<file path="src/rtl/fdr_pkg.sv">
// Shared widths and constants for the Fresnel dielectric reflectance core.
`default_nettype none
package fdr_pkg;
    localparam int COS_W  = 16;
    localparam int ETA_W  = 16;
    localparam int REFL_W = 16;
    localparam logic [REFL_W-1:0] REFL_ONE = 16'h8000;
    typedef logic [ETA_W-1:0] eta_t;
endpackage
`default_nettype wire

</file>
<file path="src/rtl/fdr_sqrt_pipe.sv">
// Pipelined integer square root, one result bit per register stage.
`default_nettype none
module fdr_sqrt_pipe
    import fdr_pkg::*;
#(
    parameter int RW = 31,
    parameter int RB = 16,
    parameter int SW = 1
) (
    input  wire logic          aclk,
    input  wire logic          aresetn,
    input  wire logic          en,
    input  wire logic          in_valid,
    input  wire logic [RW-1:0] in_rad,
    input  wire logic [SW-1:0] in_side,
    output logic               out_valid,
    output logic [RB-1:0]      out_root,
    output logic [SW-1:0]      out_side
);
    logic [RW-1:0] st_rem  [0:RB];
    logic [RW-1:0] st_res  [0:RB];
    logic [SW-1:0] st_side [0:RB];
    logic          st_v    [0:RB];

    assign st_rem[0]  = in_rad;
    assign st_res[0]  = '0;
    assign st_side[0] = in_side;
    assign st_v[0]    = in_valid;

    for (genvar j = 0; j < RB; j++) begin : g_stage
        localparam logic [RW-1:0] BIT = RW'(1) << (2 * (RB - 1 - j));
        logic [RW-1:0] rem_reg, res_reg, rem_next, res_next, sum;
        logic [SW-1:0] side_reg;
        logic          v_reg;

        always_comb begin
            sum = st_res[j] + BIT;
            if (st_rem[j] >= sum) begin
                rem_next = st_rem[j] - sum;
                res_next = (st_res[j] >> 1) + BIT;
            end else begin
                rem_next = st_rem[j];
                res_next = st_res[j] >> 1;
            end
        end

        always_ff @(posedge aclk) begin
            if (!aresetn) begin
                v_reg <= 1'b0;
            end else if (en) begin
                v_reg <= st_v[j];
            end
            if (en) begin
                rem_reg  <= rem_next;
                res_reg  <= res_next;
                side_reg <= st_side[j];
            end
        end

        assign st_rem[j+1]  = rem_reg;
        assign st_res[j+1]  = res_reg;
        assign st_side[j+1] = side_reg;
        assign st_v[j+1]    = v_reg;
    end

    assign out_valid = st_v[RB];
    assign out_root  = st_res[RB][RB-1:0];
    assign out_side  = st_side[RB];
endmodule
`default_nettype wire

</file>
<file path="config.mk">
export PLATFORM = sky130hd
export DESIGN_NAME = fdr_sqrt_pipe
export DESIGN_NICKNAME = d
export VERILOG_FILES = /design/src/rtl/fdr_pkg.sv /design/src/rtl/fdr_sqrt_pipe.sv
export SDC_FILE = /design/constraint.sdc
export NUM_CORES = 1
export LEC_CHECK = 0
export BUFFER_PORTS_ARGS = -buffer_cell sky130_fd_sc_hd__buf_4
export CORE_MARGIN = 5
export CORE_UTILIZATION = 60
export CTS_BUF_LIST = sky130_fd_sc_hd__clkbuf_16
export DETAILED_ROUTE_END_ITERATION = 6
export GPL_TIMING_DRIVEN = 0
export PLACE_DENSITY = 0.74
export SETUP_SLACK_MARGIN = 0.15
export SYNTH_ARGS = -nofsm -noshare
export SYNTH_HDL_FRONTEND = slang
export SYNTH_SLANG_ARGS = --single-unit
</file>
<file path="constraint.sdc">
create_clock -name aclk -period 3.4 [get_ports aclk]
set_clock_uncertainty 0.1 [all_clocks]
set_input_delay 0.17 -clock aclk [delete_from_list [all_inputs] [get_ports aclk]]
set_output_delay 0.17 -clock aclk [all_outputs]
set_load 0.02 [all_outputs]
</file>
======== Yosys cells after proc, flatten, opt, wreduce, memory -nomap -nowiden ========
Index checks and enable logic that the tools add are counted.
storage, ports and cells
  bits in registers ....................... 978
  input bits .............................. 36
  word-level logic and storage cells ...... 169
  output and inout bits ................... 18
operators by class
  add/sub/neg operators ................... 45
  mux-type cells .......................... 31
  magnitude comparators ................... 16
operators by type and width
  operator                number
  $mux 31                 16
  $ge 31x31->1            15
  $sub 31x31->31          14
  $mux 30                 14
  $add 30x11->31 const B  1
  $add 30x13->31 const B  1
  $add 30x15->31 const B  1
  $add 30x17->31 const B  1
  $add 30x19->31 const B  1
  $add 30x21->31 const B  1
  $add 30x23->31 const B  1
  $add 30x25->31 const B  1
  $add 30x27->31 const B  1
  $add 30x29->31 const B  1
  $add 30x3->31 const B   1
  $add 30x5->31 const B   1
  $add 30x7->31 const B   1
  $add 30x9->31 const B   1
  $add 31x1->31 const B   1
  $add 31x11->31 const B  1
  $add 31x13->31 const B  1
  $add 31x15->31 const B  1
  $add 31x17->31 const B  1
  $add 31x19->31 const B  1
  other kinds (13)        13

======== Logic depth before layout (Yosys ltp) ========
Gate-level depths: netlist of the first run.
  depth in word-level cells ............... 3
  mapped depth ............................ 12

======== Worst setup path before layout of the first run ========
OpenSTA, ideal clock, no wires.
  path kind ............................... reg-to-reg
  start ................................... register g_stage[13].rem_reg[16]
  end ..................................... register g_stage[14].rem_reg[13] (data pin)
  cell stages (with the launch flop) ...... 10
  slack ................................... 474 ps
  data required time ...................... 3,038 ps
  setup time .............................. 262 ps
  data arrival time ....................... 2,564 ps
  cell sequence ........................... edfxtp_1 > ha_1 > a21o_1 > a211o_1 > or4_1 > nor3_1 > nor2b_1 > buf_2 > buf_2 > o21ai_0
between the ends
  longest elaborated chain between the ends .. 2
ends and longest elaborated chain
  item                                RTL line             text
  start: declaration                  fdr_sqrt_pipe.sv:32  logic [RW-1:0] rem_reg, res_reg, rem_next, res_next, sum;
  start signal: assignment            fdr_sqrt_pipe.sv:54  rem_reg <= rem_next;
  $ge 31x31->1                        fdr_sqrt_pipe.sv:38  if (st_rem[j] >= sum) begin
  $mux 31                             fdr_sqrt_pipe.sv:38
  named net g_stage[14].rem_next[13]  fdr_sqrt_pipe.sv:32
  end signal: assignment              fdr_sqrt_pipe.sv:54
  end: declaration                    fdr_sqrt_pipe.sv:32
The timed path passes the listed nets, and every way through them passes these cells.
A chain may end at the register's enable or synchronous reset.

======== Worst setup path after layout of the first run ========
  start ................................... register g_stage[8].res_reg[14]
  end ..................................... register g_stage[9].rem_reg[30] (data pin)
between the ends
  longest elaborated chain between the ends .. 3
  elaborated cells between the ends (all ways) .. 4
  those cells by class .................... add/sub: 2; order compare: 1; mux: 1
ends and longest elaborated chain
  item                                                   RTL line                                  text
  start: declaration                                     fdr_sqrt_pipe.sv:32
  start signal: assignment                               fdr_sqrt_pipe.sv:55                       res_reg <= res_next;
  $add 31x13->31 *                                       fdr_sqrt_pipe.sv:37                       sum = st_res[j] + BIT;
  $sub 31x31->31 / $ge 31x31->1 (equally long branches)  fdr_sqrt_pipe.sv:39, fdr_sqrt_pipe.sv:38
  $mux 31 *                                              fdr_sqrt_pipe.sv:38
  named net g_stage[9].rem_next[30]                      fdr_sqrt_pipe.sv:32
  end signal: assignment                                 fdr_sqrt_pipe.sv:54
  end: declaration                                       fdr_sqrt_pipe.sv:32
The timed path passes the listed nets; every way through them passes the cells marked *.

==> results of run 1 <==
cell type report:
class                      instances  area share [%]
sequential                       633            56.4
multi-input combinational       1387            29.6
buffer                            34           0.520
clock buffer                      67            5.01
timing repair buffer              98            2.78
inverter                         188            2.11
tap                              622            2.33
clock inverter                    51            1.25
layout by cell type (no fill, tap or decap), drive strengths merged, types with 29 or more instances in the layout:
cell,n
nor2b,34
nor4,66
o21a,32
o21ai,120
nor3,57
dlygate4sd3,35
a21oi,112
clkbuf,93
edfxtp,617
nand2,145
xor2,88
ha,148
nand3,30
xnor2,90
inv,206
nor2,126
buf,71
clkinv,29
stage by stage:
stage	hold WS, ns	util, %
global placement	0.239	62.7
finish	0.180	68.7
floorplan	0.169	-
global route	0.170	68.7
detailed placement	0.243	63.0
CTS	0.144	68.3
synthesized netlist by cell type, types with 27 or more instances:
library cell and count:
o21ai_0 117, xnor2_1 90, nor2b_1 34, ha_1 148, edfxtp_1 617, a21oi_1 112
nor4_1 63, nand3_1 30, o21a_1 32, inv_1 187, nor2_1 125, nand2_1 145
nand4_1 27, xor2_1 88, nor3_1 56
report_power, final:
part / total, uW / leakage [uW] / internal [uW] / switching, uW
Sequential: 10600 / 0.00604 / 9840 / 731
Clock: 6940 / 0.00109 / 3950 / 2990
Combinational: 3660 / 0.00554 / 1620 / 2030
Total: 21200 / 0.0127 / 15400 / 5760
critical path, delay by kind of cell, from the launching register on:
family	cells	cell delay, ns
adders and majority gates	1	0.35
xor gates and xnor gates	1	0.17
AOI/OAI and AO/OA	1	0.26
DFF	1	0.37
buffers and inverters	2	0.23
and+or+nand+nor	5	1.40
worst max-delay path by stage:
stage / startpoint / slack, ns / depth (start not counted) / end
after floorplan: g_stage[13].rem_reg[16]$_DFFE_PP_ / 0.47 / 9 / g_stage[14].rem_reg[13]$_DFFE_PP_
after global placement: en / -3.43 / 5 / g_stage[3].v_reg$_SDFFE_PN0P_
after detailed placement: g_stage[9].res_reg[16]$_DFFE_PP_ / -0.45 / 9 / g_stage[10].rem_reg[30]$_DFFE_PP_
after CTS: g_stage[8].rem_reg[14]$_DFFE_PP_ / 0.15 / 9 / g_stage[9].rem_reg[30]$_DFFE_PP_
after global routing: g_stage[5].res_reg[25]$_DFFE_PP_ / 0.10 / 9 / g_stage[6].rem_reg[24]$_DFFE_PP_
final: g_stage[8].res_reg[14]$_DFFE_PP_ / 0.24 / 10 / g_stage[9].rem_reg[30]$_DFFE_PP_
what timing repair did:
item | CTS | global route
setup buffers | 3 | 3
endpoints found under the setup margin | 73 | 97
resized for setup | 20 | 49
hold endpoints to repair | 106 | 0
hold buffers | 35 | 0
pin swaps | 3 | 5
routing by layer:
metal / up-vias / track usage, % / routed length [um]
met5: - / 0 / 0
met4: 0 / 8.90 / 2220
met3: 143 / 3.15 / 2290
met2: 433 / 43.2 / 32500
met1: 8747 / 23.8 / 21600
li1: 8733 / - / -
logic make-up (layout without fill, tap and decap cells):
| kind of cell | Yosys count | count (layout) | share of synthesized area, % |
|---|---|---|---|
| flops | 633 | 633 | 64.3 |
| mux | 39 | 39 | 1.40 |
| buf+inv | 222 | 438 | 2.90 |
| xor+xnor | 178 | 178 | 5.32 |
| simple gates | 610 | 610 | 11.0 |
| other cells | 1 | 1 | 0.0128 |
| compound gates | 411 | 411 | 8.75 |
| fa+ha+maj | 148 | 148 | 6.31 |
==> flow_summary.json, run 1 <==
{
  "ys_async_sr_fraction_pct": 0,
  "wl_per_cell_um": 19.1,
  "fin_area_sq_um": 33400,
  "max-vdd-ir-drop_mv": 0.479,
  "leakage_uw": 0.0127,
  "viasPerCell": 5.86,
  "fin_crit_sh_pct": 92.8,
  "fillers": 3347,
  "htree_levels": 3,
  "synth.area.top_cells": "edfxtp_1 (63%), ha_1 (6.3%), xnor2_1 (2.7%)",
  "dp_hpwl_um": 41800,
  "clkSinkCount": 633,
  "finalWirelength_um": 58700,
  "cts_tree": "yes",
  "critPathSlowestCell": "nor4bb_2",
  "path_class": "reg2reg",
  "setup_violations": 0,
  "hold_violations": 0,
  "power_density_nw_per_um2": 633,
  "post_route_cells_drive_above_1_share_pct": 10.3,
  "fp-row-count": 81,
  "hold_depth": 2,
  "gr-total-overflow": 0,
  "dp.cells": 2921,
  "slew_violations": 0,
  "syn_nets": 2426,
  "holdCritPathClass": "in2reg",
  "fin_cells": 3080,
  "r2r-start": "g_stage[8].res_reg[14]$_DFFE_PP_",
  "min_period_ns": 3.16,
  "min-delay-start": "in_rad[24]",
  "start_kind": "flop",
  "clk_pin_slew_ns": 0.06,
  "avgSynthCellArea_sq_um": 13.1,
  "path_cells": "inv_1 -> ha_1 -> nor4bb_2 -> nand3_1 -> nor2_1 -> and3b_1 -> clkbuf_1 -> nor3_1 -> o311ai_0 -> xnor2_1",
  "fmax_ghz": 0.317,
  "drt_iter0_drc": 1287,
  "num_vias": 18100,
  "insertion_delay_ns": 0.61,
  "synth_edf_count": 617,
  "synthFlopType": "edfxtp_1",
  "ant_nets": 0,
  "setup_tns_ns": 0,
  "yosysWarnings": 0,
  "cap_violations": 0,
  "placed_area_sq_um": 30600,
  "die_h_um": 231,
  "start_util_pct": 60.3,
  "syn2layout_area_growth_pct": 14.0,
  "track_usage_pct": 22.1,
  "ys_types": 85,
  "ys_ff_latch": 633,
  "syn_inst": 2242,
  "seqCellArea_sq_um": 18800,
  "hold-path-endpoint": "g_stage[0].rem_reg[24]$_DFFE_PP_",
  "dieWidth_um": 231,
  "post-place-ws_ns": -0.447,
  "setup_slack_ns": 0.244,
  "pin_count": 54,
  "synth_area_sq_um": 29300,
  "critPathMaxFanout": 5,
  "clockRootBuffer": "clkbuf_16",
  "port_buffers": 52,
  "largest_reg_flops": 465,
  "worstReg2RegEnd": "g_stage[9].rem_reg[30]$_DFFE_PP_",
  "antenna_found_initial": 0,
  "synth_top_cell_area_share_pct": 63.2,
  "rrSetupSlack_ns": 0.24,
  "finalPower_uw": 21200,
  "cp_data_required_time_ns": 3.63,
  "first_pass_iters": 5,
  "drcViolationCount": 0,
  "yosys.area.top_type": "edfxtp_1",
  "diodes": 0,
  "tightest_slew_ns": 1.17,
  "place_congestion": 0.879,
  "reg2reg_depth": 10,
  "arrival_ns": 3.39,
  "core-area_sq_um": 48600,
  "grt_pass1_vias": 18400,
  "crit_path_end_kind": "flop",
  "clock_path_buffers": 3,
  "slew_headroom_pct": 20.6,
  "multi_input_area_sq_um": 9910,
  "rsz0062_at_grt": "true",
  "dieArea_sq_um": 53400,
  "critical_path.max_stage_delay_ns": 0.56,
  "cts-buffers-inserted": 67,
  "nNetsFinal": 2593,
  "status": "complete, no violations",
  "synth-seq-area-share_pct": 64.3,
  "grt_max_degree": 139,
  "grt_pass1_wl_um": 94600
}
No activity file was read; power rests on OpenSTA's default activity.
==> inputs of run 2 (changes only) <==
--- a/config.mk
+++ b/config.mk
@@ -6,12 +6,15 @@
 export NUM_CORES = 1
 export LEC_CHECK = 0
 export BUFFER_PORTS_ARGS = -buffer_cell sky130_fd_sc_hd__buf_4
+export CAP_MARGIN = 20
+export CELL_PAD_IN_SITES_DETAIL_PLACEMENT = 0
+export CELL_PAD_IN_SITES_GLOBAL_PLACEMENT = 2
 export CORE_MARGIN = 5
-export CORE_UTILIZATION = 60
+export CORE_UTILIZATION = 45
 export CTS_BUF_LIST = sky130_fd_sc_hd__clkbuf_16
 export DETAILED_ROUTE_END_ITERATION = 6
 export GPL_TIMING_DRIVEN = 0
-export PLACE_DENSITY = 0.74
+export PLACE_DENSITY = 0.76
 export SETUP_SLACK_MARGIN = 0.15
 export SYNTH_ARGS = -nofsm -noshare
 export SYNTH_HDL_FRONTEND = slang
==> run 2 against run 1 <==
  * Hold slack got worse by 0.0041 ns
  * Cell area rose by 1.8%
  * Sequential cell count did not move
  * Critical path depth fell by 2
  * Non-clock buffer count rose by 5
  * Routed wire length rose by 4.7%
  * Largest cell class unchanged
  * Highest routed layer is now met5
==> flow_summary.json, run 2 (same netlist as run 1, synthesis figures left out) <==
{
  "status": "complete, no violations",
  "crit_path_end_kind": "flop",
  "viasPerCell": 5.29,
  "fin_area_sq_um": 34000,
  "cp_data_required_time_ns": 3.72,
  "start_util_pct": 45.5,
  "antenna_found_initial": 2,
  "cts_tree": "yes",
  "start_kind": "flop",
  "dp.cells": 3154,
  "cap_violations": 0,
  "tightest_slew_ns": 0.989,
  "slew_headroom_pct": 33.5,
  "gr-total-overflow": 0,
  "htree_levels": 3,
  "core-area_sq_um": 64500,
  "grtUsageMet3_pct": 3.43,
  "busiest_layer": "met2",
  "fp-row-count": 93,
  "grt_pass1_wl_um": 97800,
  "cts-buffers-inserted": 71,
  "wl_per_cell_um": 18.5,
  "num_vias": 17600,
  "min_period_ns": 3.15,
  "final_cell_mix": "edfxtp_1 (617), inv_1 (203), nand2_1 (145)",
  "post-place-ws_ns": -0.634,
  "port_buffers": 52,
  "final_common_cell": "edfxtp_1",
  "leakage_uw": 0.0129,
  "critPathMaxFanout": 6,
  "clkSinkCount": 633,
  "insertion_delay_ns": 0.61,
  "max-vdd-ir-drop_mv": 0.534,
  "syn2layout_area_growth_pct": 16.1,
  "globalRouteMet1Util_pct": 21.2,
  "min-delay-start": "in_rad[30]",
  "die_h_um": 265,
  "hold_violations": 0,
  "diodes": 0,
  "cp-startpoint": "g_stage[7].rem_reg[20]$_DFFE_PP_",
  "setup_slack_ns": 0.249,
  "post_route_cells_drive_above_1_share_pct": 10.5,
  "grt.met2_usage_pct": 30.8,
  "fmax_ghz": 0.317,
  "clock_path_buffers": 3,
  "first_pass_iters": 5,
  "pin_count": 54,
  "dp_hpwl_um": 45300,
  "drt_iter0_drc": 939,
  "clk_pin_slew_ns": 0.06,
  "drcViolationCount": 0,
  "nNetsFinal": 2602,
  "track_usage_pct": 17.3,
  "holdCritPathClass": "in2reg",
  "arrival_ns": 3.48,
  "fin_cells": 3328,
  "rsz0062_at_grt": "true",
  "slew_violations": 0,
  "place_congestion": 0.854,
  "dieArea_sq_um": 70400,
  "path_class": "reg2reg",
  "grt_pass1_vias": 17900,
  "fin_crit_sh_pct": 92.7,
  "finalWirelength_um": 61400,
  "grt_max_degree": 131,
  "hold_ws_ns": 0.175,
  "dieWidth_um": 265,
  "ant_nets": 0,
  "largest_reg_flops": 465,
  "placed_area_sq_um": 30900,
  "setup_violations": 0,
  "clockRootBuffer": "clkbuf_16",
  "r2r-start": "g_stage[7].rem_reg[20]$_DFFE_PP_",
  "power_density_nw_per_um2": 644
}
-- run 2: path summary, 6_finish.rpt --
check / end / slack, ns / cells past startpoint
worst max-delay path: g_stage[8].rem_reg[29]$_DFFE_PP_ / 0.25 / 8
worst min-delay path: g_stage[0].res_reg[30]$_DFFE_PP_ / 0.18 / 2
worst max register to register: g_stage[8].rem_reg[29]$_DFFE_PP_ / 0.25 / 8
worst min register to register: out_side$_DFFE_PP_ / 0.32 / 0
-- run 2: per-layer routing --
metal | share of wire, % | wire length, um
met1 | 42 | 25600
met2 | 51 | 31500
met3 | 3.5 | 2150
met4 | 3.5 | 2140
met5 | 0.034 | 21
-- run 2: critical path, stage by stage (launching register included) --
cell and delay, ns:
edfxtp_1 0.45, ha_4 0.33, nand4_1 0.21, nor4b_2 0.32, nand4_1 0.26, and3_4 0.28, or4_4 0.52, nor4b_4 0.29
xor2_1 0.22
-- run 2: area by class of cell --
type | instances | area [sq um]
Clock buffer | 73 | 1830
Clock inverter | 55 | 556
Sequential cell | 633 | 18800
Tap cell | 855 | 1070
Buffer | 34 | 165
Fill cell | 5520 | 30400
Timing Repair Buffer | 103 | 983
Multi-Input combinational cell | 1387 | 9890
Inverter | 188 | 709
-- run 2: where the power goes --
part | total [uW] | switching (uW) | internal, uW
Sequential | 10600 | 756 | 9840
Combinational | 3650 | 2030 | 1620
Clock | 7660 | 3110 | 4560
-- run 2: timing repair --
item | 4_1_cts | 5_1_grt
hold endpoints to repair | 106 | 0
resized for setup | 23 | 43
cloned | 0 | 1
setup buffers | 4 | 5
pin swaps | 7 | 9
setup endpoints to repair | 80 | 134
hold buffers | 35 | 0
-- run 2: per-stage QoR --
stage               util, %  setup TNS [ns]  power [uW]
floorplan                 -               0       13100
global placement       47.8        -1787.33       14300
detailed placement     48.0           -9.18       14300
CTS                    52.4               0       22100
global route           52.8               0       23100
finish                 52.8               0       21900
