==> src/rtl/fdr_pkg.sv <==
// Shared widths and constants for the Fresnel dielectric reflectance core.
`default_nettype none
package fdr_pkg;
    localparam int COS_W  = 16;
    localparam int ETA_W  = 16;
    localparam int REFL_W = 16;
    localparam logic [REFL_W-1:0] REFL_ONE = 16'h8000;
    typedef logic [ETA_W-1:0] eta_t;
endpackage
`default_nettype wire

==> src/rtl/fdr_div_pipe.sv <==
// Pipelined restoring divider, one quotient bit per register stage.
`default_nettype none
module fdr_div_pipe
    import fdr_pkg::*;
#(
    parameter int NW = 32,
    parameter int DW = 16,
    parameter int QB = 15,
    parameter int SW = 1
) (
    input  wire logic          aclk,
    input  wire logic          aresetn,
    input  wire logic          en,
    input  wire logic          in_valid,
    input  wire logic [NW-1:0] in_num,
    input  wire logic [DW-1:0] in_den,
    input  wire logic [SW-1:0] in_side,
    output logic               out_valid,
    output logic [QB-1:0]      out_quot,
    output logic [SW-1:0]      out_side
);
    localparam int IW = (NW > DW + QB) ? NW : DW + QB;

    logic [IW-1:0] st_rem  [0:QB];
    logic [DW-1:0] st_den  [0:QB];
    logic [QB-1:0] st_q    [0:QB];
    logic [SW-1:0] st_side [0:QB];
    logic          st_v    [0:QB];

    assign st_rem[0]  = IW'(in_num);
    assign st_den[0]  = in_den;
    assign st_q[0]    = '0;
    assign st_side[0] = in_side;
    assign st_v[0]    = in_valid;

    for (genvar j = 0; j < QB; j++) begin : g_stage
        localparam int K = QB - 1 - j;
        logic [IW-1:0] rem_reg, rem_next, trial;
        logic [DW-1:0] den_reg;
        logic [QB-1:0] q_reg, q_next;
        logic [SW-1:0] side_reg;
        logic          v_reg;

        always_comb begin
            trial    = IW'(st_den[j]) << K;
            rem_next = st_rem[j];
            q_next   = st_q[j];
            if (st_rem[j] >= trial) begin
                rem_next  = st_rem[j] - trial;
                q_next[K] = 1'b1;
            end
        end

        always_ff @(posedge aclk) begin
            if (!aresetn) begin
                v_reg <= 1'b0;
            end else if (en) begin
                v_reg <= st_v[j];
            end
            if (en) begin
                rem_reg  <= rem_next;
                den_reg  <= st_den[j];
                q_reg    <= q_next;
                side_reg <= st_side[j];
            end
        end

        assign st_rem[j+1]  = rem_reg;
        assign st_den[j+1]  = den_reg;
        assign st_q[j+1]    = q_reg;
        assign st_side[j+1] = side_reg;
        assign st_v[j+1]    = v_reg;
    end

    assign out_valid = st_v[QB];
    assign out_quot  = st_q[QB];
    assign out_side  = st_side[QB];
endmodule
`default_nettype wire

==> config.mk <==
export PLATFORM = sky130hd
export DESIGN_NAME = fdr_div_pipe
export DESIGN_NICKNAME = d
export VERILOG_FILES = /design/src/rtl/fdr_pkg.sv /design/src/rtl/fdr_div_pipe.sv
export SDC_FILE = /design/constraint.sdc
export NUM_CORES = 1
export LEC_CHECK = 0
export BUFFER_PORTS_ARGS = -buffer_cell sky130_fd_sc_hd__buf_2
export CAP_MARGIN = 10
export CELL_PAD_IN_SITES_DETAIL_PLACEMENT = 2
export CELL_PAD_IN_SITES_GLOBAL_PLACEMENT = 2
export CORE_UTILIZATION = 25
export DETAILED_ROUTE_END_ITERATION = 10
export GPL_ROUTABILITY_DRIVEN = 1
export HOLD_SLACK_MARGIN = 0.02
export PLACE_DENSITY_LB_ADDON = 0.08
export SKIP_CTS_REPAIR_TIMING = 1
export SLEW_MARGIN = 20
export SYNTH_ARGS = -nofsm -noshare
export SYNTH_HDL_FRONTEND = slang
export SYNTH_SLANG_ARGS = --single-unit
==> constraint.sdc <==
create_clock -name aclk -period 4.9 [get_ports aclk]
set_input_delay 0.735 -clock aclk [delete_from_list [all_inputs] [get_ports aclk]]
set_output_delay 0.735 -clock aclk [all_outputs]
set_load 0.005 [all_outputs]
# After elaboration in Yosys (flattened, before gate mapping)
# Cells that the tools add are included.
# totals
inputBits,53
ff_bits,822
# op_classes
n_addsub,14
magnitude_cmp,15
n_mux,15
# ops
cell,n
2-to-1 mux 32 bit,14
>= comparator 32 x 16 -> 1 bit,1
>= comparator 32 x 17 -> 1 bit,1
>= comparator 32 x 18 -> 1 bit,1
>= comparator 32 x 19 -> 1 bit,1
>= comparator 32 x 20 -> 1 bit,1
>= comparator 32 x 21 -> 1 bit,1
>= comparator 32 x 22 -> 1 bit,1
>= comparator 32 x 23 -> 1 bit,1
>= comparator 32 x 24 -> 1 bit,1
>= comparator 32 x 25 -> 1 bit,1
>= comparator 32 x 26 -> 1 bit,1
>= comparator 32 x 27 -> 1 bit,1
>= comparator 32 x 28 -> 1 bit,1
>= comparator 32 x 29 -> 1 bit,1
>= comparator 32 x 30 -> 1 bit,1
subtractor 32 x 17 -> 32 bit,1
subtractor 32 x 18 -> 32 bit,1
subtractor 32 x 19 -> 32 bit,1
subtractor 32 x 20 -> 32 bit,1
subtractor 32 x 21 -> 32 bit,1
subtractor 32 x 22 -> 32 bit,1
subtractor 32 x 23 -> 32 bit,1
subtractor 32 x 24 -> 32 bit,1
other kinds (7),7

# Depth between registers and ports, before layout
# Gate-level depths: netlist of the first run.
# logic_depth
ltp_word,2
depth_mapped,13
ltp_nobuf,12

# Worst setup path after synthesis of the first run
# No wires, ideal clock.
# synth_path
path_type,register to register
start,register g_stage[8].rem_reg[5]
end,"register g_stage[9].rem_reg[31], data pin"
path_stages_with_launch,13
n_path_buf,0
setup_slack_ns,1.607
setup_time_ns,0.260
arrival_ns,3.033
cell_sequence,edfxtp_1 inv_1 ha_1 inv_1 fa_1 a21o_1 a221oi_1 a211oi_1 a41o_1 o311a_1 o21a_1 nor3_1 mux2_2
# synth_via
elab_chain_len,2
elab_cells_between_ends,3
cone_classes,add/sub: 1; order compare: 1; mux: 1
# synth_lines
item,line,source
start: declaration,fdr_div_pipe.sv:38,"logic [IW-1:0] rem_reg, rem_next, trial;"
start signal: assignment,fdr_div_pipe.sv:61,rem_reg <= rem_next;
subtractor 32 x 21 -> 32 bit or >= comparator 32 x 21 -> 1 bit (tied branches),"fdr_div_pipe.sv:49, fdr_div_pipe.sv:48",
2-to-1 mux 32 bit *,fdr_div_pipe.sv:48,if (st_rem[j] >= trial) begin
named net g_stage[9].rem_next[31],fdr_div_pipe.sv:38,
end signal: assignment,fdr_div_pipe.sv:61,
end: declaration,fdr_div_pipe.sv:38,
# The timed path passes the listed nets; every way through them passes the cells marked *.
# A chain may end at the register's enable or synchronous reset.

# Final worst setup path of the first run
# Ends and elaborated chain as after synthesis.

==> summary by stage, run 1 <==
Power
In this run the power density over the cells is 546 mW/mm2. In this run, the clock network consumes 28.8% of the power. The sequential share of power is 40.3%. Summed over all nets, the switching power comes to 0.00891 W.

Across the VDD grid, the largest voltage drop is 0.000299 V. Internal power comes to 0.0176 W. Combinational cells account for 30.9% of the total power. Net switching is 33.6% of the power. The total design power is 0.0265 W.

The leakage dissipation is 18.2 nW.

Worst setup path
STA puts the critical path data required time at 5.40 ns. The number of buffer and inverter instances along the worst setup path is 2. STA classifies the critical path endpoint as a register.

Data on the critical path arrives at its endpoint at 4.51 ns. The worst setup path is launched from a register. In this design, the largest share of critical-path delay is due to compound AO/OA/AOI/OAI gates. The critical path goes through inv_1, ha_1, inv_1, fa_1, a21o_1, a221oi_1, a211oi_1, a41o_1, o311a_1, o21a_1, nor3_1, mux2_2. The top fanout value on the critical path is 6. For this run, the slowest stage of the critical path takes 0.65 ns. The most prevalent standard cell on the critical path is inv_1. The start-to-end type of the worst setup path is register to register. The library cell contributing the largest single delay on the critical path is a221oi_1.

Finish
For this run, the post-layout net count is 3,908. Summing all multi-input logic gate instances after layout gives 0.0159 mm2. The flip-flop and latch area is 0.0245 mm2. The flip-flop count of the largest register after layout is 448. From synthesis to final layout, the design area changed by 16.0%. The total of fill cells in the finished design is 17,676. The repair_antennas step left the layout with diodes totalling 0.

In the final layout, the share of cells above drive strength 1 is 9.84%. The final design utilization is 29.3%.

Yosys
The net count of the mapped netlist is 3,754. The distinct cell type count of the synthesized netlist is 80. A synthesized cell averages 12.2 um2. By count the netlist is led by 807 x edfxtp_1, 311 x inv_1, 245 x a21oi_1, 240 x ha_1, 227 x nor2_1. The number of standard cells after synthesis is 3,447. The most frequently used cell type in the post-synthesis netlist is edfxtp_1. The most used flip-flop cell after synthesis is edfxtp_1. The post-synthesis instance area is 0.0419 mm2.

Summed over all instances, the cell type with the most area after synthesis is edfxtp_1. The number of warnings reported in the yosys synthesis log is 0. The sequential element share of the synthesized area is 58.6%. The number of flip-flops and latches in the synthesized netlist is 822.

Of all flip-flops after synthesis, the portion carrying an async set or reset was 0%. The fraction of synthesized cell area taken by the top area cell type is 57.9%. Ranked by total cell area, the synthesized netlist is headed by edfxtp_1 58%, ha_1 7.2%, xnor2_1 3.2%. The number of synthesized flops with an enable pin is 807.

Timing
The hold violation total from the final report is 0. The worst path needs 4.02 ns of the cycle, external delays included. Setup repair after global routing left no endpoint under its margin.

The largest clock skew in the final design is 0.0504 ns. Measured against its own limit, the worst slew margin works out to 35.4%. Timing would allow up to 249 MHz.

Setup violations remaining at the end of the flow were counted as 0. In the post-route analysis, the smallest setup slack over all paths is 0.884 ns. The worst hold slack is 0.223 ns. The final cycle utilization of the critical path is 82.0%.

For the pin with the worst max-slew slack, the measured transition is 0.970 ns. The aggregate negative setup slack is 0 ns. The count of final max-slew check failures is 0.

Route
Once detail routing completed, the nets flagged for antenna violations numbered 0. The detail-routed net length per standard cell is 19.8 um. The vias per cell is 4.60. The first detailed-routing pass took 6 iterations. The overall routed net length is 116 mm.

The detailed router placed 27,047 vias in this run. After the first detailed-routing iteration, the DRC count stood at 1,033. The detailed-route DRC error count is 0.

Global routing
The number of antenna violations at the first check in global routing is 0. The wire length of the first global-routing pass is 182 mm. The global routing usage summed across all routing layers is 13.8%. The largest net degree at the start of global routing is 137.

The number of global-route vias before repair is 30,580. The global-route congestion overflow total is 0.

Floorplanning
Measured along the y axis, the die boundary spans 411 um. 70 I/O pins were placed. The core region is 0.166 mm2. For this configuration, the core starts out at a cell density of 25.3%. The floorplan step defined a die boundary enclosing 0.169 mm2. The die is 411 um wide. The row count is 149.

Place
Buffers placed on the I/O ports in this run total 69. The placement-stage worst setup slack is 0.885 ns. The HPWL after detailed placement is 90.4 mm.

The global placement routability congestion is 0.795.

Flow run
The max-capacitance violation count is 0.

Clock network
The clock passes through at most 3 buffers. The number of buffers inserted during clock tree synthesis is 104. The CTS tree is done. The clock latency of the later-clocked register in the worst-skew pair is 0.73 ns. The CTS clock-pin slew for the worst setup and hold paths is 0.06 ns. The H-tree depth reported by CTS is 3. The root buffer cell is clkbuf_16.

The total clock sinks is 822.

Run status
The run finished with clean final reports.

Hold path
The path class of the tightest hold or removal check is input port to register.
## power by group through the flow
stage / Sequential, W / Clock (W) / Combinational, W
2_1_floorplan: 0.0103 / 0 / 0.00600
3_3_place_gp: 0.0109 / 0 / 0.00810
3_5_place_dp: 0.0109 / 0 / 0.00833
4_1_cts: 0.0108 / 0.00800 / 0.00838
5_1_grt: 0.0109 / 0.00821 / 0.00920
6_report: 0.0107 / 0.00764 / 0.00820
## cells in the final DEF, fill, tap and decap left out, types with 18 or more instances in the layout
master	synthesis	layout
edfxtp_1	807	807
a31oi_1	19	19
buf_2	5	68
nand4_1	25	25
o21a_1	44	44
a21o_1	92	92
nand2_1	196	196
buf_4	0	34
o31ai_1	18	18
nor3_1	74	74
and2_1	19	19
xnor2_1	155	155
o21ai_0	154	154
nand3_1	49	49
or2_2	23	23
mux2i_1	18	18
a211oi_1	27	26
inv_1	311	311
nor4_1	54	54
clkbuf_16	0	106
nor2_1	227	227
and3_1	21	21
ha_1	240	240
clkinv_1	2	29
or3_1	27	27
clkinv_2	0	19
clkbuf_1	50	20
xor2_1	127	127
nor2b_1	54	54
a21oi_1	245	245
nand2b_1	32	32
o21bai_1	22	22
o31a_1	18	18
mux2_2	59	59
## path summary, 6_finish.rpt
path	start	to	slack [ns]	cells after the start
setup / recovery	g_stage[8].rem_reg[5]	g_stage[9].rem_reg[31]	0.88	12
hold / removal	in_side	g_stage[0].side_reg	0.22	1
setup reg to reg	g_stage[8].rem_reg[5]	g_stage[9].rem_reg[31]	0.88	12
hold reg to reg	g_stage[4].q_reg[14]	g_stage[5].q_reg[14]	0.40	0
## kinds of logic (layout without fill, tap and decap cells)
family,count (synthesis),after routing,synth area share (%)
AND/OR/NAND/NOR,881,881,10.7
flip-flops,822,822,58.6
AO/OA/AOI/OAI,756,756,11.5
buffers and inverters,375,618,3.41
XOR/XNOR,282,282,5.90
adder cells (fa/ha/maj),254,254,7.84
multiplexers,77,77,2.02
## layer usage
metal	GRT usage (%)	wire, um	vias to the layer above
met1	15.0	46800	13562
met5	0	0	-
met3	2.04	2440	168
li1	-	-	13096
met2	27.2	64000	221
met4	4.10	3160	0
## cell type report
type                    instances  area share, %
clock buffers                 128           5.67
clock inverters                67           1.41
inverters                     313           2.42
multi-input cells            2250           32.8
flip-flops and latches        822           50.5
well taps                    2189           5.64
repair buffers                110           1.55
## stage by stage
step / area (um2) / cells
6_report: 48600 / 5879
2_1_floorplan: 41900 / 3447
3_5_place_dp: 45100 / 5684
3_3_place_gp: 45100 / 5684
5_1_grt: 48600 / 5879
4_1_cts: 48600 / 5879
## worst reg2reg max path, cell delays in order (launching register included)
cell	delay (ns)
edfxtp_1	0.36
inv_1	0.09
ha_1	0.18
inv_1	0.06
fa_1	0.41
a21o_1	0.23
a221oi_1	0.65
a211oi_1	0.30
a41o_1	0.37
o311a_1	0.32
o21a_1	0.27
nor3_1	0.20
mux2_2	0.35
No activity file was read; power rests on OpenSTA's default activity.
==> run 2, diff against run 1 <==
--- a/config.mk
+++ b/config.mk
@@ -5,6 +5,7 @@
 export SDC_FILE = /design/constraint.sdc
 export NUM_CORES = 1
 export LEC_CHECK = 0
+export ABC_AREA = 1
 export BUFFER_PORTS_ARGS = -buffer_cell sky130_fd_sc_hd__buf_2
 export CAP_MARGIN = 10
 export CELL_PAD_IN_SITES_DETAIL_PLACEMENT = 2
==> constraint.sdc (replaced) <==
create_clock -name aclk -period 3.4 [get_ports aclk]
set_input_delay 0.51 -clock aclk [delete_from_list [all_inputs] [get_ports aclk]]
set_output_delay 0.51 -clock aclk [all_outputs]
set_load 0.005 [all_outputs]
==> run 2 against run 1 <==
Against the previous run: routed wire length grew 52%; clock skew shrank 0.011 ns; register-to-register slack lost 0.59 ns; first-iteration DRC count grew 57%; critical path depth grew 1; final cell count grew 52%; largest cell class unchanged; highest routed layer unchanged.
==> summary by stage, run 2 <==
Run status
The run finished with clean final reports.

Timing
The worst hold slack is 0.0401 ns (-0.183 ns). The final cycle utilization of the critical path is 91.3% (+9.4 points). The hold violation total from the final report is 0 (unchanged). The aggregate negative setup slack is 0 ns (unchanged). The final setup violation count came to 0 (unchanged). The count of final max-slew check failures is 0 (unchanged). The minimum period implied by the final worst setup slack is 3.11 ns (-0.910 ns).

Setup repair after global routing left no endpoint under its margin. The worst-margin pin slew is 0.947 ns (-0.0223 ns). The normalized max-slew margin was 36.7% (+1.3 points).

The top achievable clock speed is 322 MHz (+29%). The largest clock skew in the final design is 0.0394 ns (-0.0110 ns).

Floorplanning
The area enclosed by the die boundary is 0.199 mm2 (+18%). The die extent in x is 447 um (+8.6%). The die height is 447 um (+8.6%). The row count is 162 (+8.7%). The number of top-level pins is 70 (unchanged). The starting utilization of the core area is 25.3% (-0.038 points). The area of the core is 0.196 mm2 (+18%).

Finish
The final cell area excluding filler cells is 0.0569 mm2 (+17%). The final net count is 6,559 (+68%). The ratio of cells with drive above 1 in the final layout is 5.87% (-4.0 points). The final design utilization was 29.1% (-0.25 points). The area growth from synthesis to layout is 15.2%. Leaving out fill and tap cells, the most frequent cells in the layout are 2,142 x nand2_1, 1,026 x inv_1, 807 x edfxtp_1. The library cell used most frequently in the layout, excluding fill and tap cells, is nand2_1.

The total of fill cells in the finished design came to 22,444 (+27%). The flip-flop count of the largest register after layout was 448 (unchanged).

Worst setup path
The critical path goes through inv_1, ha_1, fa_1, inv_1, nand3_1, nand3_1, nand2_1, nand2_1, nand2_1, nand2_1, nor2_4, nand2_1, nand2_1. On the critical path the largest part of the delay comes from simple AND/OR/NAND/NOR gates. The stage delay of the slowest cell on the critical path is 0.76 ns (+0.11 ns).

The critical path capture point type is a register. The data required time at the worst endpoint is 4.00 ns (-1.40 ns). The data arrival time of the critical path was 3.71 ns (-0.80 ns). The library cell contributing the largest single delay on the critical path is nor2_4. By startpoint and endpoint, the worst setup path is classified as register to register. The number of buffer and inverter instances along the worst setup path is 2 (unchanged). The top fanout value on the critical path is 32 (+26). STA classifies the critical path startpoint as a register.

The most numerous cell type found on the critical path is nand2_1.

Global routing
The largest net degree at the start of global routing is 114 (-17%). The global-route congestion overflow total is 0 (unchanged). The wire length of the first global-routing pass is 269 mm (+47%). The number of global-route vias before repair is 43,387 (+42%).

The global routing usage summed across all routing layers is 17.8% (+3.9 points). The number of antenna violations at the first check in global routing was 2 (+2).

Clock network
The CTS clock-pin slew for the worst setup and hold paths is 0.06 ns (about the same). The number of buffers inserted during clock tree synthesis was 104 (unchanged). TritonCTS built the clock tree. The clock latency of the later-clocked register in the worst-skew pair is 0.74 ns (about the same). The H-tree depth reported by CTS came to 3 (unchanged). The buffer levels on the longest clock path is 3 (unchanged). The cell sitting at the root of the clock tree is a clkbuf_16. The total clock sinks is 822 (unchanged).

Yosys
The number of flip-flops and latches in the synthesized netlist is 822 (unchanged). The net count of the mapped netlist is 6,354 (+69%). Yosys attributes the largest share of cell area to edfxtp_1 49%, nand2_1 16%, inv_1 7.8%. The number of standard cells after synthesis is 6,047 (+75%). Of all cell types, the one taking the most synthesized area is edfxtp_1. The most frequently used cell type in the post-synthesis netlist is nand2_1. The commonest cells after synthesis are 2,142 x nand2_1, 1,026 x inv_1, 807 x edfxtp_1, 532 x nor2_1, 363 x nand3_1. The number of warnings reported in the yosys synthesis log is 0 (unchanged). The sequential element share of the synthesized area is 49.7% (-8.9 points). The number of synthesized flops with an enable pin is 807 (unchanged). In the synthesized netlist the dominant register cell turns out to be edfxtp_1.

The post-synthesis instance area is 0.0494 mm2 (+18%). The mean instance size in the synthesized netlist is 8.17 um2 (-33%). The share of synthesized registers carrying an async set or reset is 0% (unchanged).

The distinct cell type count of the synthesized netlist was 45 (-44%). The fraction of synthesized cell area taken by the top area cell type is 49.0% (-8.8 points).

Flow run
The max-capacitance violation count came to 0 (unchanged).

Place
The placed wire-length estimate is 144 mm (+60%). The instance area at placement is 0.0532 mm2 (+18%). The number of buffer cells added on primary ports was 69 (unchanged). The global placement routability congestion is 0.792 (-0.39%).

Hold path
The worst hold path class is input port to register.

Route
The number of iterations in the first detailed-routing pass was 5 (-1). The detailed-route DRC error count is 0 (unchanged). The number of DRC markers after the initial detailed-route iteration is 1,617 (+57%). The vias per cell is 4.45 (-3.3%). The overall routed net length came to 177 mm (+52%). The remaining antenna violation count is 0 (unchanged).

The detail-routed net length per standard cell is 19.7 um (-0.44%). The total number of vias came to 39,857 (+47%).

Power
The power density normalized to cell area is 752 mW/mm2 (+38%). The worst voltage drop across the vdd grid is 0.000430 V (+44%). The leakage dissipation is 25.7 nW (+41%).
-- run 2: changes by cell type after synthesis, sizes merged, moves of 35 or more --
cell and change:
nand4 +69, a21o -86, nand3 +325, xnor2 -105
nor2b -54, clkbuf -47, o21a -43, nor4 -50
mux2 -59, inv +725, nand2 +1956, nor2 +327
buf +35
-- run 2: final cells by class --
| cell class | instances | area (um2) | area share, % |
|---|---|---|---|
| inverters | 1037 | 3890 | 6.84 |
| repair buffers | 149 | 1200 | 2.11 |
| clock inverters | 60 | 608 | 1.07 |
| flip-flops and latches | 822 | 24500 | 43.1 |
| diodes | 1 | 2.50 | 0.00440 |
| multi-input cells | 4138 | 20600 | 36.2 |
| clock buffers | 129 | 2790 | 4.90 |
| well taps | 2624 | 3280 | 5.77 |
-- run 2: cells by family after synthesis --
kind of cell | synth area share (%)
compound gates | 4.83
xor+xnor | 2.57
fa+ha+maj | 6.64
buf+inv | 8.67
flops | 49.7
simple gates | 27.6
-- run 2: worst paths after layout --
kind / from / to / slack, ns / depth (start not counted)
hold / removal: in_num[17] / g_stage[0].rem_reg[17] / 0.04 / 3
setup reg to reg: g_stage[9].rem_reg[4] / g_stage[10].rem_reg[18] / 0.29 / 13
setup / recovery: g_stage[9].rem_reg[4] / g_stage[10].rem_reg[18] / 0.29 / 13
hold reg to reg: g_stage[9].q_reg[5] / g_stage[10].q_reg[5] / 0.40 / 0
-- run 2: tightest hold or removal path, delay by kind of cell --
family | cells | cell delay (ns)
buf+inv | 1 | 0.10
simple gates | 2 | 0.09
-- run 2: metrics by stage --
stage	setup slack (ns)	power, W	instances
after floorplan	1.26	0.0258	6047
after global placement	0.229	0.0320	8737
after detailed placement	0.192	0.0322	8737
after CTS	0.147	0.0438	8926
after global routing	0.0315	0.0462	8960
final	0.294	0.0428	8960
-- run 2: routing by layer --
layer / vias up / GRT usage (%) / part of all wire (%)
met5: - / 0 / 0
met4: 0 / 4.38 / 2.0
met3: 181 / 1.79 / 2.1
met2: 300 / 30.5 / 48
met1: 19518 / 23.7 / 48
li1: 19858 / - / -
-- run 2: power breakdown --
group	leakage, nW	switching [W]	internal [W]
combinational	16.1	0.0111	0.00522
sequential	7.91	0.00162	0.0137
clock	1.64	0.00474	0.00637
total	25.7	0.0175	0.0253
==> run 3, diff against run 2 <==
--- a/config.mk
+++ b/config.mk
@@ -5,14 +5,12 @@
 export SDC_FILE = /design/constraint.sdc
 export NUM_CORES = 1
 export LEC_CHECK = 0
-export ABC_AREA = 1
 export BUFFER_PORTS_ARGS = -buffer_cell sky130_fd_sc_hd__buf_2
 export CAP_MARGIN = 10
 export CELL_PAD_IN_SITES_DETAIL_PLACEMENT = 2
 export CELL_PAD_IN_SITES_GLOBAL_PLACEMENT = 2
 export CORE_UTILIZATION = 25
 export DETAILED_ROUTE_END_ITERATION = 10
-export GPL_ROUTABILITY_DRIVEN = 1
 export HOLD_SLACK_MARGIN = 0.02
 export PLACE_DENSITY_LB_ADDON = 0.08
 export SKIP_CTS_REPAIR_TIMING = 1
==> run 3 against run 2 <==
Against the previous run: final cell count decreased by 32%; largest power group is now registers; hold slack improved by 0.015 ns; routed wire length decreased by 33%; global-route usage decreased by 3.9 points; largest cell class unchanged; combinational power decreased by 21%; clock-buffer cell count increased by 9; via count decreased by 30%; sequential share of layout area increased by 5.5 points; design area decreased by 11%; power decreased by 9.1%.
==> summary by stage, run 3 (synthesized netlist as in run 1, its figures left out) <==
Timing
The hold violation total from the final report is 0 (unchanged). The count of final max-slew check failures is 0 (unchanged). The normalized max-slew margin is 52.5% (+16 points). The final setup violation count is 0 (unchanged). The setup slack of the critical path after layout came to 0.0858 ns (-0.208 ns). Setup repair after global routing could not meet its margin everywhere.

The worst-margin pin slew was 0.694 ns (-0.253 ns). The top achievable clock speed is 302 MHz (-6.3%). The final cycle utilization of the critical path came to 97.5% (+6.1 points). The minimum period implied by the final worst setup slack was 3.31 ns (+0.208 ns). The aggregate negative setup slack was 0 ns (unchanged).

The largest clock skew in the final design is 0.0776 ns (+0.0382 ns).

Global routing
The global-route congestion overflow total is 0 (unchanged). The global routing usage summed across all routing layers is 13.8% (-3.9 points). The wire length of the first global-routing pass is 183 mm (-32%). The number of antenna violations at the first check in global routing is 1 (-1). The largest net degree at the start of global routing is 116 (+1.8%). The number of global-route vias before repair is 31,519 (-27%).

Clock network
The number of buffers inserted during clock tree synthesis is 104 (unchanged). The clock latency of the later-clocked register in the worst-skew pair came to 0.72 ns (-0.02 ns). The total clock sinks is 822 (unchanged).

The CTS clock-pin slew for the worst setup and hold paths is 0.06 ns (about the same). TritonCTS built the clock tree. The H-tree depth reported by CTS came to 3 (unchanged). The root buffer cell is clkbuf_16. The buffer levels on the longest clock path is 3 (unchanged).

Hold path
The count of cells along the worst hold path came to 3 (unchanged). The min-delay analysis places its worst path in the category input port to register.

Floorplanning
The area enclosed by the die boundary is 0.169 mm2 (-15%). The number of top-level pins is 70 (unchanged). The area of the core is 0.166 mm2 (-15%). The die extent in x came to 411 um (-7.9%). The starting utilization of the core area is 25.3% (+0.038 points). The die height is 411 um (-7.9%). The row count is 149 (-8.0%).

Worst setup path
Walking the worst path, the cells encountered are ha_1, nor2b_1, o31a_1, o21a_1, o2111ai_1, buf_4, nand3_1, a311o_1, or4b_2, xnor2_1. The top fanout value on the critical path is 3 (-91%). The worst setup path is captured at a register. The data arrival time of the critical path was 3.78 ns (+0.07 ns).

The stage delay of the slowest cell on the critical path is 0.65 ns (-0.11 ns). The data required time at the worst endpoint is 3.86 ns (-0.14 ns). The library cell contributing the largest single delay on the critical path is or4b_2.

The start-to-end type of the worst setup path is register to register. The type of origin of the critical path is a register. The worst reg2reg path depth is 10 (-3).

Route
The total number of vias is 28,016 (-30%). The detail-routed net length per standard cell is 19.4 um (-1.7%). The vias per cell is 4.61 (+3.6%).

The overall routed net length came to 118 mm (-33%). The remaining antenna violation count was 0 (unchanged). The detailed-route DRC error count is 0 (unchanged). The number of iterations in the first detailed-routing pass is 4 (-1).

The number of DRC markers after the initial detailed-route iteration is 881 (-46%).

Finish
The number of antenna cells inserted is 0 (-1). The final design utilization was 30.5% (+1.4 points). The library cell used most frequently in the layout, excluding fill and tap cells, is edfxtp_1. The number of non-filler instances in the completed layout is 6,078 (-32%). The final net count is 4,112 (-37%).

The library cells used most frequently in the layout, excluding fill and tap cells, are 807 x edfxtp_1, 307 x inv_1, 243 x a21oi_1. The flip-flop count of the largest register after layout is 448 (unchanged). Relative to the synthesized area, the layout overhead comes to 20.6%. The ratio of cells with drive above 1 in the final layout is 15.1% (+9.2 points).

Place
The global placement routability congestion is 0.827 (+4.4%). The placement-stage worst setup slack is -0.318 ns (-0.510 ns). The placed wire-length estimate is 90.7 mm (-37%). The number of buffer cells added on primary ports was 69 (unchanged). The instance count after placement with tap cells included came to 5,844 (-33%).

Run status
The run finished with clean final reports.

Power
The total design power is 0.0389 W (-9.1%). The worst voltage drop across the vdd grid is 0.000409 V (-4.7%). The leakage dissipation is 19.2 nW (-25%). The power density normalized to cell area came to 770 mW/mm2 (+2.4%).

Flow run
The max-capacitance violation count is 0 (unchanged).
## run 3: worst paths after layout
check / start / to / slack (ns)
min: in_valid / g_stage[0].v_reg / 0.06
max reg2reg: g_stage[10].rem_reg[4] / g_stage[11].rem_reg[26] / 0.09
max: g_stage[10].rem_reg[4] / g_stage[11].rem_reg[26] / 0.09
min reg2reg: g_stage[11].side_reg / g_stage[12].side_reg / 0.38
## run 3: per-stage QoR
| stage | area (um2) | hold slack, ns |
|---|---|---|
| final | 50500 | 0.0551 |
| after CTS | 49700 | -0.0978 |
| after global routing | 50500 | 0.0496 |
| after floorplan | 41900 | 0.400 |
| after detailed placement | 46400 | 0.406 |
| after global placement | 46400 | 0.402 |
## run 3: layer usage
| layer | share of wire, % | wire length, um | vias up | GRT usage [%] |
|---|---|---|---|---|
| li1 | - | - | 13481 | - |
| met1 | 39 | 46400 | 14120 | 14.8 |
| met2 | 55 | 65300 | 238 | 27.3 |
| met3 | 2.3 | 2710 | 177 | 2.01 |
| met4 | 2.8 | 3330 | 0 | 4.22 |
| met5 | 0 | 0 | - | 0 |
## run 3: critical path, delay by kind of cell (launching register included)
family | cells | cell delay [ns]
buffers and inverters | 1 | 0.18
and+or+nand+nor | 3 | 0.94
xor gates and xnor gates | 1 | 0.16
DFF | 1 | 0.40
AOI/OAI and AO/OA | 4 | 1.05
adders and majority gates | 1 | 0.32
## run 3: cell type report
class | instances | area [um2]
Fill cell | 17582 | 115000
Inverter | 313 | 1180
Multi-Input combinational cell | 2250 | 16300
Timing Repair inverter | 1 | 5.00
Tap cell | 2189 | 2740
Clock inverter | 52 | 534
Clock buffer | 138 | 2780
Timing Repair Buffer | 313 | 2450
Sequential cell | 822 | 24500
## run 3: power breakdown
| group | total [W] | internal, W | switching (W) |
|---|---|---|---|
| sequential | 0.0153 | 0.0139 | 0.00143 |
| clock | 0.0108 | 0.00629 | 0.00449 |
| combinational | 0.0128 | 0.00574 | 0.00710 |
| total | 0.0389 | 0.0259 | 0.0130 |
